`src/rtl/sorted_priority_queue_macros.svh`:
```
// Assertion macros used by the module that checks its own logic.
// Each macro samples on the rising edge of clock and is disabled while reset is high.
`ifndef SORTED_PRIORITY_QUEUE_MACROS_SVH
`define SORTED_PRIORITY_QUEUE_MACROS_SVH

// The consequent must hold in the same cycle as the antecedent.
`define SPQ_ASSERT_NOW(label, ante, cons, msg) \
   label: assert property (@(posedge clock) disable iff (reset) (ante) |-> (cons)) \
      else $error(msg);

// The consequent must hold in the cycle after the antecedent.
`define SPQ_ASSERT_NEXT(label, ante, cons, msg) \
   label: assert property (@(posedge clock) disable iff (reset) (ante) |=> (cons)) \
      else $error(msg);

`endif

```
`src/rtl/spq_pkg.sv`:
```
package spq_pkg;

   localparam int DEPTH      = 16;
   localparam int DATA_WIDTH = 32;

   localparam int VALUE_W = 32;
   localparam int PRIO_W  = 16;
   localparam int OP_W    = 2;
   localparam int STAT_W  = 2;
   localparam int OCC_W   = 5;

   // Only the low bits of the 32-bit input word that fit in DATA_WIDTH are kept.
   localparam int KEEP_W = (DATA_WIDTH < VALUE_W) ? DATA_WIDTH : VALUE_W;
   localparam int CNT_W  = $clog2(DEPTH + 1);

   localparam logic [OP_W-1:0] OP_PUSH  = 2'd0;
   localparam logic [OP_W-1:0] OP_POP   = 2'd1;
   localparam logic [OP_W-1:0] OP_PURGE = 2'd2;

   localparam logic [STAT_W-1:0] STATUS_OK    = 2'd0;
   localparam logic [STAT_W-1:0] STATUS_EMPTY = 2'd1;
   localparam logic [STAT_W-1:0] STATUS_FULL  = 2'd2;

   typedef struct packed {
      logic [KEEP_W-1:0]        value;
      logic signed [PRIO_W-1:0] prio;
   } spq_entry_type;

   typedef struct packed {
      logic                     push;
      logic                     shift;
      logic [KEEP_W-1:0]        value;
      logic signed [PRIO_W-1:0] prio;
   } spq_ctrl_type;

endpackage

```
`src/rtl/spq_cell.sv`:
```
module spq_cell (
   input  logic                  clock,
   input  spq_pkg::spq_ctrl_type ctrl,
   input  logic                  live,
   input  logic                  move_left,
   input  spq_pkg::spq_entry_type left_entry,
   input  spq_pkg::spq_entry_type right_entry,
   output spq_pkg::spq_entry_type entry,
   output logic                  move
);
   import spq_pkg::*;

   spq_entry_type entry_ff;
   spq_entry_type entry_in;

   // A cell yields its slot on a push when it is empty or holds a larger priority.
   assign move  = !live || ($signed(entry_ff.prio) > $signed(ctrl.prio));
   assign entry = entry_ff;

   always_comb begin
      entry_in = entry_ff;
      if (ctrl.push && move) begin
         if (move_left) begin
            entry_in = left_entry;
         end else begin
            entry_in.value = ctrl.value;
            entry_in.prio  = ctrl.prio;
         end
      end else if (ctrl.shift) begin
         entry_in = right_entry;
      end
   end

   always_ff @(posedge clock) begin
      entry_ff <= entry_in;
   end

endmodule

```
`src/rtl/sorted_priority_queue.sv`:
```
// Sorted priority queue, smallest priority first, first in first out among equals.
// Commands enter on start/busy: an item is taken at a rising edge where start is
// high and busy is low, with req_opcode (push, pop, purge), req_value_in and
// req_prio_in (priority on push, bound on purge).
// Every item gives one result, shown for exactly one cycle with rsp_valid high:
// rsp_value_out (popped word, else zero), rsp_status and rsp_occupancy.
// Push and pop leave busy low: the result appears in the cycle after the item is
// taken, so a new item can be taken in every cycle.
// A purge removes one head entry per cycle through the cell chain and holds busy
// high while the head is at or below the bound; the result shows in the first
// cycle with busy low again. The head compare of the chain decides when it ends.
// Reset empties the queue and clears any pending result; the slot contents are
// left as they are and never read before being written. The receiver cannot hold
// results off, and none is ever withheld or repeated.
`include "sorted_priority_queue_macros.svh"

module sorted_priority_queue (
   input  logic                         clock,
   input  logic                         reset,
   input  logic                         start,
   output logic                         busy,
   input  logic [spq_pkg::OP_W-1:0]     req_opcode,
   input  logic [spq_pkg::VALUE_W-1:0]  req_value_in,
   input  logic signed [spq_pkg::PRIO_W-1:0] req_prio_in,
   output logic                         rsp_valid,
   output logic [spq_pkg::VALUE_W-1:0]  rsp_value_out,
   output logic [spq_pkg::STAT_W-1:0]   rsp_status,
   output logic [spq_pkg::OCC_W-1:0]    rsp_occupancy
);
   import spq_pkg::*;

   localparam logic ST_IDLE  = 1'b0;
   localparam logic ST_PURGE = 1'b1;

   logic                     state_ff, state_in;
   logic [CNT_W-1:0]         count_ff, count_in;
   logic signed [PRIO_W-1:0] bound_ff, bound_in;

   logic                     rsp_valid_ff, rsp_valid_in;
   logic [VALUE_W-1:0]       rsp_value_ff, rsp_value_in;
   logic [STAT_W-1:0]        rsp_status_ff, rsp_status_in;
   logic [OCC_W-1:0]         rsp_occ_ff;

   spq_ctrl_type             ctrl;
   spq_entry_type            entries [DEPTH];
   logic                     moves   [DEPTH];
   logic [DEPTH-1:0]         live;

   logic accept;
   logic full;
   logic empty;
   logic head_hit;

   assign busy   = (state_ff == ST_PURGE);
   assign accept = start && !busy;
   assign full   = (count_ff == CNT_W'(DEPTH));
   assign empty  = (count_ff == '0);

   // A purge keeps dropping the head while it is at or below the stored bound.
   assign head_hit = !empty && ($signed(entries[0].prio) <= $signed(bound_ff));

   // Slots below the count hold entries; the rest are free.
   always_comb begin
      for (int i = 0; i < DEPTH; i++) begin
         live[i] = (CNT_W'(i) < count_ff);
      end
   end

   // The chain of cells: each cell sees its left and right neighbors and moves
   // in the same cycle as all the others, so a push or a pop updates every slot together.
   for (genvar g = 0; g < DEPTH; g++) begin : g_cell
      spq_entry_type left_entry;
      spq_entry_type right_entry;
      logic          move_left;

      if (g == 0) begin : g_head
         assign left_entry = '0;
         assign move_left  = 1'b0;
      end else begin : g_body
         assign left_entry = entries[g-1];
         assign move_left  = moves[g-1];
      end

      if (g == DEPTH - 1) begin : g_tail
         assign right_entry = '0;
      end else begin : g_inner
         assign right_entry = entries[g+1];
      end

      spq_cell u_cell (
         .clock       (clock),
         .ctrl        (ctrl),
         .live        (live[g]),
         .move_left   (move_left),
         .left_entry  (left_entry),
         .right_entry (right_entry),
         .entry       (entries[g]),
         .move        (moves[g])
      );
   end

   // Command decode and purge sequencing.
   always_comb begin
      state_in      = state_ff;
      count_in      = count_ff;
      bound_in      = bound_ff;
      rsp_valid_in  = 1'b0;
      rsp_value_in  = '0;
      rsp_status_in = STATUS_OK;
      ctrl.push     = 1'b0;
      ctrl.shift    = 1'b0;
      ctrl.value    = req_value_in[KEEP_W-1:0];
      ctrl.prio     = req_prio_in;

      if (busy) begin
         if (head_hit) begin
            ctrl.shift = 1'b1;
            count_in   = count_ff - CNT_W'(1);
         end else begin
            rsp_valid_in = 1'b1;
            state_in     = ST_IDLE;
         end
      end else if (accept) begin
         case (req_opcode)
            OP_PUSH: begin
               rsp_valid_in = 1'b1;
               if (full) begin
                  rsp_status_in = STATUS_FULL;
               end else begin
                  ctrl.push = 1'b1;
                  count_in  = count_ff + CNT_W'(1);
               end
            end
            OP_POP: begin
               rsp_valid_in = 1'b1;
               if (empty) begin
                  rsp_status_in = STATUS_EMPTY;
               end else begin
                  ctrl.shift   = 1'b1;
                  count_in     = count_ff - CNT_W'(1);
                  rsp_value_in = VALUE_W'(entries[0].value);
               end
            end
            OP_PURGE: begin
               bound_in = req_prio_in;
               state_in = ST_PURGE;
            end
            default: begin
               // The unused opcode leaves the queue alone and reports success.
               rsp_valid_in = 1'b1;
            end
         endcase
      end
   end

   always_ff @(posedge clock) begin
      if (reset) begin
         state_ff     <= ST_IDLE;
         count_ff     <= '0;
         rsp_valid_ff <= 1'b0;
      end else begin
         state_ff     <= state_in;
         count_ff     <= count_in;
         rsp_valid_ff <= rsp_valid_in;
      end
   end

   always_ff @(posedge clock) begin
      bound_ff      <= bound_in;
      rsp_value_ff  <= rsp_value_in;
      rsp_status_ff <= rsp_status_in;
      rsp_occ_ff    <= OCC_W'(count_in);
   end

   assign rsp_valid     = rsp_valid_ff;
   assign rsp_value_out = rsp_value_ff;
   assign rsp_status    = rsp_status_ff;
   assign rsp_occupancy = rsp_occ_ff;

   // A result never shows while a purge is still walking the chain.
   `SPQ_ASSERT_NOW(a_rsp_idle, rsp_valid, !busy, "result shown while busy")
   // Every command other than purge answers in the very next cycle.
   `SPQ_ASSERT_NEXT(a_rsp_next, accept && (req_opcode != OP_PURGE), rsp_valid,
                    "single-cycle command gave no result")
   // The entry count never exceeds the number of cells.
   `SPQ_ASSERT_NOW(a_count_max, 1'b1, count_ff <= CNT_W'(DEPTH), "entry count overflow")
   // A purge that finds no more entries to drop finishes and answers.
   `SPQ_ASSERT_NEXT(a_purge_end, busy && !head_hit, rsp_valid && !busy,
                    "purge did not finish")

endmodule
```
`config.mk`:
```
export PLATFORM = sky130hd
export DESIGN_NAME = sorted_priority_queue
export DESIGN_NICKNAME = d
export VERILOG_FILES = /design/src/rtl/spq_pkg.sv /design/src/rtl/spq_cell.sv /design/src/rtl/sorted_priority_queue.sv
export VERILOG_INCLUDE_DIRS = /design/src /design/src/rtl
export SDC_FILE = /design/constraint.sdc
export NUM_CORES = 2
export LEC_CHECK = 0
export ABC_AREA = 0
export BUFFER_PORTS_ARGS = -buffer_cell sky130_fd_sc_hd__clkbuf_2
export CAP_MARGIN = 20
export CORE_ASPECT_RATIO = 0.75
export CORE_MARGIN = 1.5
export CORE_UTILIZATION = 46
export CTS_CLUSTER_DIAMETER = 120
export DETAILED_ROUTE_END_ITERATION = 8
export GPL_TIMING_DRIVEN = 1
export MAX_ROUTING_LAYER = met4
export PLACE_DENSITY = 0.68
export RECOVER_POWER = 50
export SYNTH_ARGS = -nofsm -noshare
export SYNTH_HDL_FRONTEND = slang
export SYNTH_SLANG_ARGS = --single-unit
```
`constraint.sdc`:
```
create_clock -name clock -period 5.75 [get_ports clock]
set_input_delay 0.2875 -clock clock [delete_from_list [all_inputs] [get_ports clock]]
set_output_delay 0.2875 -clock clock [all_outputs]
set_load 0.05 [all_outputs]
```
# Word level (Yosys, flattened, before mapping)
# Index checks and enable logic that the tools add are counted.
# Widths: inputs -> output; s select.
[word_totals] reg_bits=830 input_bits=53 wordCells=224
[classes] add_sub_neg=2 n_lt_le_gt_ge=33 eq_ne=3 n_mux=71 n_bitwise=3 n_reduce_logical=73
[ops] op="$mux 48" n=47
[ops] op="$gt 16x16->1" n=16
[ops] op="$lt 4x5->1 const A" n=8
[ops] op="$reduce_bool 2->1" n=16
[ops] op="$mux 5" n=5
[ops] op="$lt 3x5->1 const A" n=4
[ops] op="$logic_and 1x1->1" n=18
[ops] op="$logic_not 1->1" n=18
[ops] op="$le 16x16->1" n=1
[ops] op="$logic_or 1x1->1" n=16
[ops] op="$mux 1" n=15
[ops] op="$lt 1x5->1 const A" n=2
[ops] op="$lt 2x5->1 const A" n=2
[ops] op="$pmux 5 s2" n=1
[ops] op="$add 5x1->5 const B" n=1
[ops] op="$eq 5x5->1 const B" n=1
[ops] op="$logic_not 5->1" n=1
[ops] op="$sub 5x1->5 const B" n=1
[ops] op="$mux 2" n=2
[ops] op="$pmux 2 s2" n=1
[ops] op="$reduce_or 4->1" n=1
[ops] op="$not 1->1" n=3
[ops] op="$reduce_and 3->1" n=1
[ops] op="$eq 2x1->1 const B" n=1
[ops] op="3 further kinds" n=3

# Logic depth before layout (Yosys ltp)
[logic_depth] depth_word=7 depth_mapped=14 ltp_nobuf=10

# Modules after synthesis
# Synthesis repeated with hierarchy kept, for this count alone.
[unflattened] cells_unflattened=4381 hier_area_um2=54065.6
[by_module_without_submodules] module="spq_cell (g_cell[0].u_cell ...)" n_inst=10 cells_per_inst=239 area_each_um2=3095.5 seq_area_each_um2=1441.4
[by_module_without_submodules] module="spq_cell (g_cell[4].u_cell ...)" n_inst=6 cells_per_inst=286 area_each_um2=3387.0 seq_area_each_um2=1441.4
[by_module_without_submodules] module="sorted_priority_queue" n_inst=1 cells_per_inst=275 area_each_um2=2788.9 seq_area_each_um2=1401.3

# Worst setup path after synthesis
# No wires, ideal clock.
[synth_path] path_type="input-to-reg" startpoint="input req_prio_in[15] (netlist bit)" endpoint="register g_cell[13].u_cell.entry_ff, in the netlist g_cell[13].u_cell.entry[0], enable pin" t_arrival_ps=5704 t_required_ps=5230 setup_slack_ps=-474 cell_stages=10 n_path_buf=2 path_cell_list="inv_1 -> ha_1 -> nand4_1 -> nor4_1 -> a21boi_0 -> or4_1 -> a31oi_1 -> buf_2 -> buf_1 -> o21ai_0"
[synth_between] elab_chain_len=4
[synth_rtl] element="start, declared" line_no="sorted_priority_queue.sv:24" rtl="input logic signed [spq_pkg::PRIO_W-1:0] req_prio_in,"
[synth_rtl] element="$gt 16x16->1" line_no="spq_cell.sv:17" rtl="assign move = !live || ($signed(entry_ff.prio) > $signed(ctrl.prio));"
[synth_rtl] element="$logic_or 1x1->1" line_no="spq_cell.sv:17"
[synth_rtl] element="$logic_and 1x1->1" line_no="spq_cell.sv:22" rtl="if (ctrl.push && move) begin"
[synth_rtl] element="$reduce_bool 2->1 (no source line)"
[synth_rtl] element="end signal, assigned" line_no="spq_cell.sv:35" rtl="entry_ff <= entry_in;"
[synth_rtl] element="end, declared" line_no="spq_cell.sv:13" rtl="spq_entry_type entry_ff;"
# Every way passes these cells.
# A chain may end at the register's enable or synchronous reset.

# Final worst setup path
[layout_path] startpoint="input req_prio_in[4] (netlist bit)" endpoint="register g_cell[13].u_cell.entry_ff, in the netlist g_cell[13].u_cell.entry[0], enable pin"
# The elaborated chain is that of the path after synthesis.

==> impl_metrics.py <==
metrics = {
    "setup_path": {
        "setup.worst_path.end": "g_cell[13].u_cell.entry[0]",
        "path_cells": "clkbuf_1, inv_1, buf_4, ha_1, nand4_1, nor4_1, a21boi_0, or4_1, a31oi_1, buf_4, o21ai_4, clkbuf_1",
        "crit_family": "buffers and inverters",
        "crit_arrival_ps": 5310,
        "critPathLaunch": "req_prio_in[4]",
        "r2r-start": "count_ff[1]",
        "path_depth": 12,
        "crit_type": "primary input to register",
        "cp_slowest_cell": "clkbuf_1",
        "cpPeakStageDelay_ps": 920,
        "critPathMaxFanout": 49,
        "rr_worst_depth": 9,
        "required_ps": 6030,
        "worst-path-buf-inv": 5,
        "reg2reg_slack_ps": 750,
        "end_kind": "register",
        "reg2reg_to": "g_cell[3].u_cell.entry[35]",
        "cp-start-kind": "primary input",
    },
    "global_routing": {
        "grt_max_degree": 97,
        "grt_overflow": 0,
        "grt_usage": 0.267,
        "antenna_found_initial": 2,
        "grt_pass1_wl_um": 208000,
        "first_global_vias": 33400,
    },
    "synthesis": {
        "synthCells": 4379,
        "syn_nets": 4707,
        "yosysWarnings": 0,
        "syn_avg_cell_area_sq_um": 10.7,
        "ys_types": 68,
        "synth_seq_cells": 830,
        "syn_area_sq_mm": 0.0467,
        "async_flop_share": 0,
        "yosysSeqAreaShare": 0.524,
        "synth-edff-count": 784,
        "ys_dominant_reg_cell": "edfxtp_1",
    },
    "power_and_ir_drop": {
        "clkPwrFrac": 0.395,
        "p_seq_frac": 0.495,
        "total_power_w": 0.0145,
        "swShare": 0.262,
        "ir_drop_mv": 0.214,
        "p_per_area_mw_per_mm2": 283,
        "intPower_w": 0.0107,
        "comb_power_share": 0.110,
        "power_switching_w": 0.00379,
        "p_leak_nw": 20.3,
    },
    "place": {
        "dp_hpwl_um": 90800,
        "placed_area_sq_mm": 0.0487,
        "gp_congestion": 0.924,
        "portBuffers": 93,
    },
    "route": {
        "vias_per_cell": 6.11,
        "drtAntennaViolNets": 0,
        "drt_iter0_markers": 4265,
        "drc_errors": 0,
        "dr.max_layer_used": "met4",
        "routed_wl_um": 136000,
        "dr.pass1.iters": 6,
        "routed-wl-met2_um": 54000,
        "vias": 35100,
        "drt-met1-wl_um": 63000,
        "route.met3.wl_um": 16000,
        "routedWlPerCell_um": 23.7,
    },
    "timing": {
        "min_period_ps": 5030,
        "finClkSkew_ps": 21.4,
        "hold_viol": 0,
        "worst_pin_slew_ps": 2110,
        "max_freq_mhz": 199,
        "slew_violations": 269,
        "setup_viol": 0,
        "post-route-period-util": 0.875,
        "tns_ps": 0,
        "rsz0062_at_grt": "false",
        "slew_headroom": -0.404,
    },
    "cells_and_area": {
        "finish.utilization": 0.512,
        "area_growth_pct": 9.71,
        "fillCellCount": 8793,
        "layout.cells.most_common": "edfxtp_1",
        "layout.cells.most_common_list": "784 x edfxtp_1, 548 x nand2_1, 548 x mux2i_1",
        "nets": 4666,
        "design_area_sq_mm": 0.0512,
        "layout-drive-gt1-share": 0.0762,
    },
    "floorplanning": {
        "dieArea_sq_mm": 0.103,
        "core_sq_mm": 0.100,
        "die_w_um": 371,
        "rows": 100,
        "start_util": 0.467,
        "die_h_um": 279,
        "ios": 94,
    },
    "clock_network": {
        "cts_sinks": 830,
        "numCtsBuffers": 89,
        "clk_pin_slew_ps": 60,
        "cts_tree": "yes",
        "clockBufferDepth": 3,
        "cts_root_buf": "clkbuf_16",
        "insertion_delay_ps": 680,
        "cts-htree-levels": 3,
        "cts_setup_buffers": 0,
    },
    "status": {
        "outcome": "finished with violations",
        "violations": "max-capacitance violations, max-slew violations",
    },
    "worst_hold_path": {
        "holdCritPathClass": "primary input to register",
    },
    "flow_run": {
        "cap_viol_max_count": 6,
    },
}
[synthesized netlist by cell type, types with 4 or more instances]
library cell | count | area (sq um)
edfxtp_1 | 784 | 23500
nand2_1 | 554 | 2080
mux2i_1 | 548 | 5490
a21oi_1 | 523 | 2620
o21ai_0 | 436 | 2180
nor2_1 | 354 | 1330
ha_1 | 275 | 3440
clkbuf_1 | 221 | 830
buf_2 | 72 | 360
inv_1 | 66 | 248
nand4_1 | 53 | 332
a2bb2oi_1 | 48 | 420
mux2_2 | 48 | 541
dfxtp_1 | 46 | 921
and2_1 | 36 | 225
a21o_1 | 34 | 255
o21ai_1 | 32 | 160
nor2b_1 | 22 | 138
buf_1 | 19 | 71.3
nand2b_1 | 18 | 113
o211ai_1 | 15 | 113
a211oi_1 | 14 | 105
nand3_1 | 14 | 70.1
nor3_1 | 9 | 45.0
o21a_1 | 9 | 67.6
a31oi_1 | 8 | 50.1
buf_4 | 7 | 52.6
o22ai_1 | 7 | 43.8
nor4_1 | 6 | 37.5
o31ai_1 | 6 | 45.0
or2_2 | 6 | 37.5
or3_1 | 6 | 37.5
and3_1 | 5 | 31.3
or4_1 | 5 | 37.5
a2111oi_0 | 4 | 35.0
a211o_1 | 4 | 35.0
and4_1 | 4 | 35.0
buf_6 | 4 | 45.0
nor3b_1 | 4 | 30.0
o21bai_1 | 4 | 30.0
[cell type report]
type                    count  area [sq um]  area share
flip-flops and latches    830         24500       0.478
diodes                      1          2.50   0.0000488
clock inverters            48           458     0.00894
well taps                1326          1660      0.0324
repair buffers            191          1230      0.0240
inverters                  66           248     0.00484
multi-input cells        3160         20800       0.406
clock buffers             117          2370      0.0463
[power by group through the flow]
stage | Clock [W] | Sequential (W) | Combinational [W]
global placement | 0 | 0.00728 | 0.00152
detailed placement | 0 | 0.00729 | 0.00157
CTS | 0.00580 | 0.00716 | 0.00158
global route | 0.00600 | 0.00719 | 0.00175
finish | 0.00573 | 0.00717 | 0.00159
floorplan | 0 | 0.00723 | 0.00103
[worst min-delay path by stage]
| stage | to | cells after the start | startpoint | slack [ps] |
|---|---|---|---|---|
| floorplan | rsp_valid | 1 | reset | 360 |
| global placement | rsp_value_out[6] | 1 | g_cell[0].u_cell.entry[22] | 460 |
| detailed placement | rsp_value_out[3] | 1 | g_cell[0].u_cell.entry[19] | 460 |
| CTS | rsp_valid | 4 | start | 8 |
| global route | rsp_valid | 4 | start | 70 |
| finish | rsp_valid | 4 | start | 60 |
[worst min-delay path, delay by kind of cell]
family / cells / cell delay [ps]
buf+inv: 1 / 100
compound gates: 1 / 60
simple gates: 2 / 230
[timing repair]
item,4_1_cts,5_1_grt
gates resized for setup,0,0
hold buffers,1,0
endpoints found under the hold margin,6,0
[metrics by stage]
stage	setup WS [ps]	hold WS (ps)	cells
after detailed placement	1190	461	5571
after CTS	1410	8.09	5737
after global placement	1280	461	5571
final	718	56.3	5739
after global routing	623	66.6	5739
after floorplan	828	357	4379
[state kept, by name, summed over array words and instances (netlist names)]
name and count:
g_cell.u_cell.entry 768, count_ff 5, rsp_status 2, bound_ff 16
rsp_occupancy 5, busy 1, rsp_value_out 32, rsp_valid 1
[metal layers]
layer | GRT usage | vias up
met5 | - | -
met4 | 0.0654 | 0
met3 | 0.0617 | 205
met2 | 0.350 | 1882
met1 | 0.410 | 16900
li1 | - | 16100
[cell families (layout without fill, tap and decap cells)]
logic type	Yosys count	after routing	synth area share
DFF	830	830	0.524
and+or+nand+nor	1109	1109	0.100
adders and majority gates	275	275	0.0737
AOI/OAI and AO/OA	1178	1178	0.138
buffers and inverters	389	422	0.0344
other	0	1	0
muxes	596	596	0.129
xor gates and xnor gates	2	2	0.000375
(Power assumes the default switching activity.)
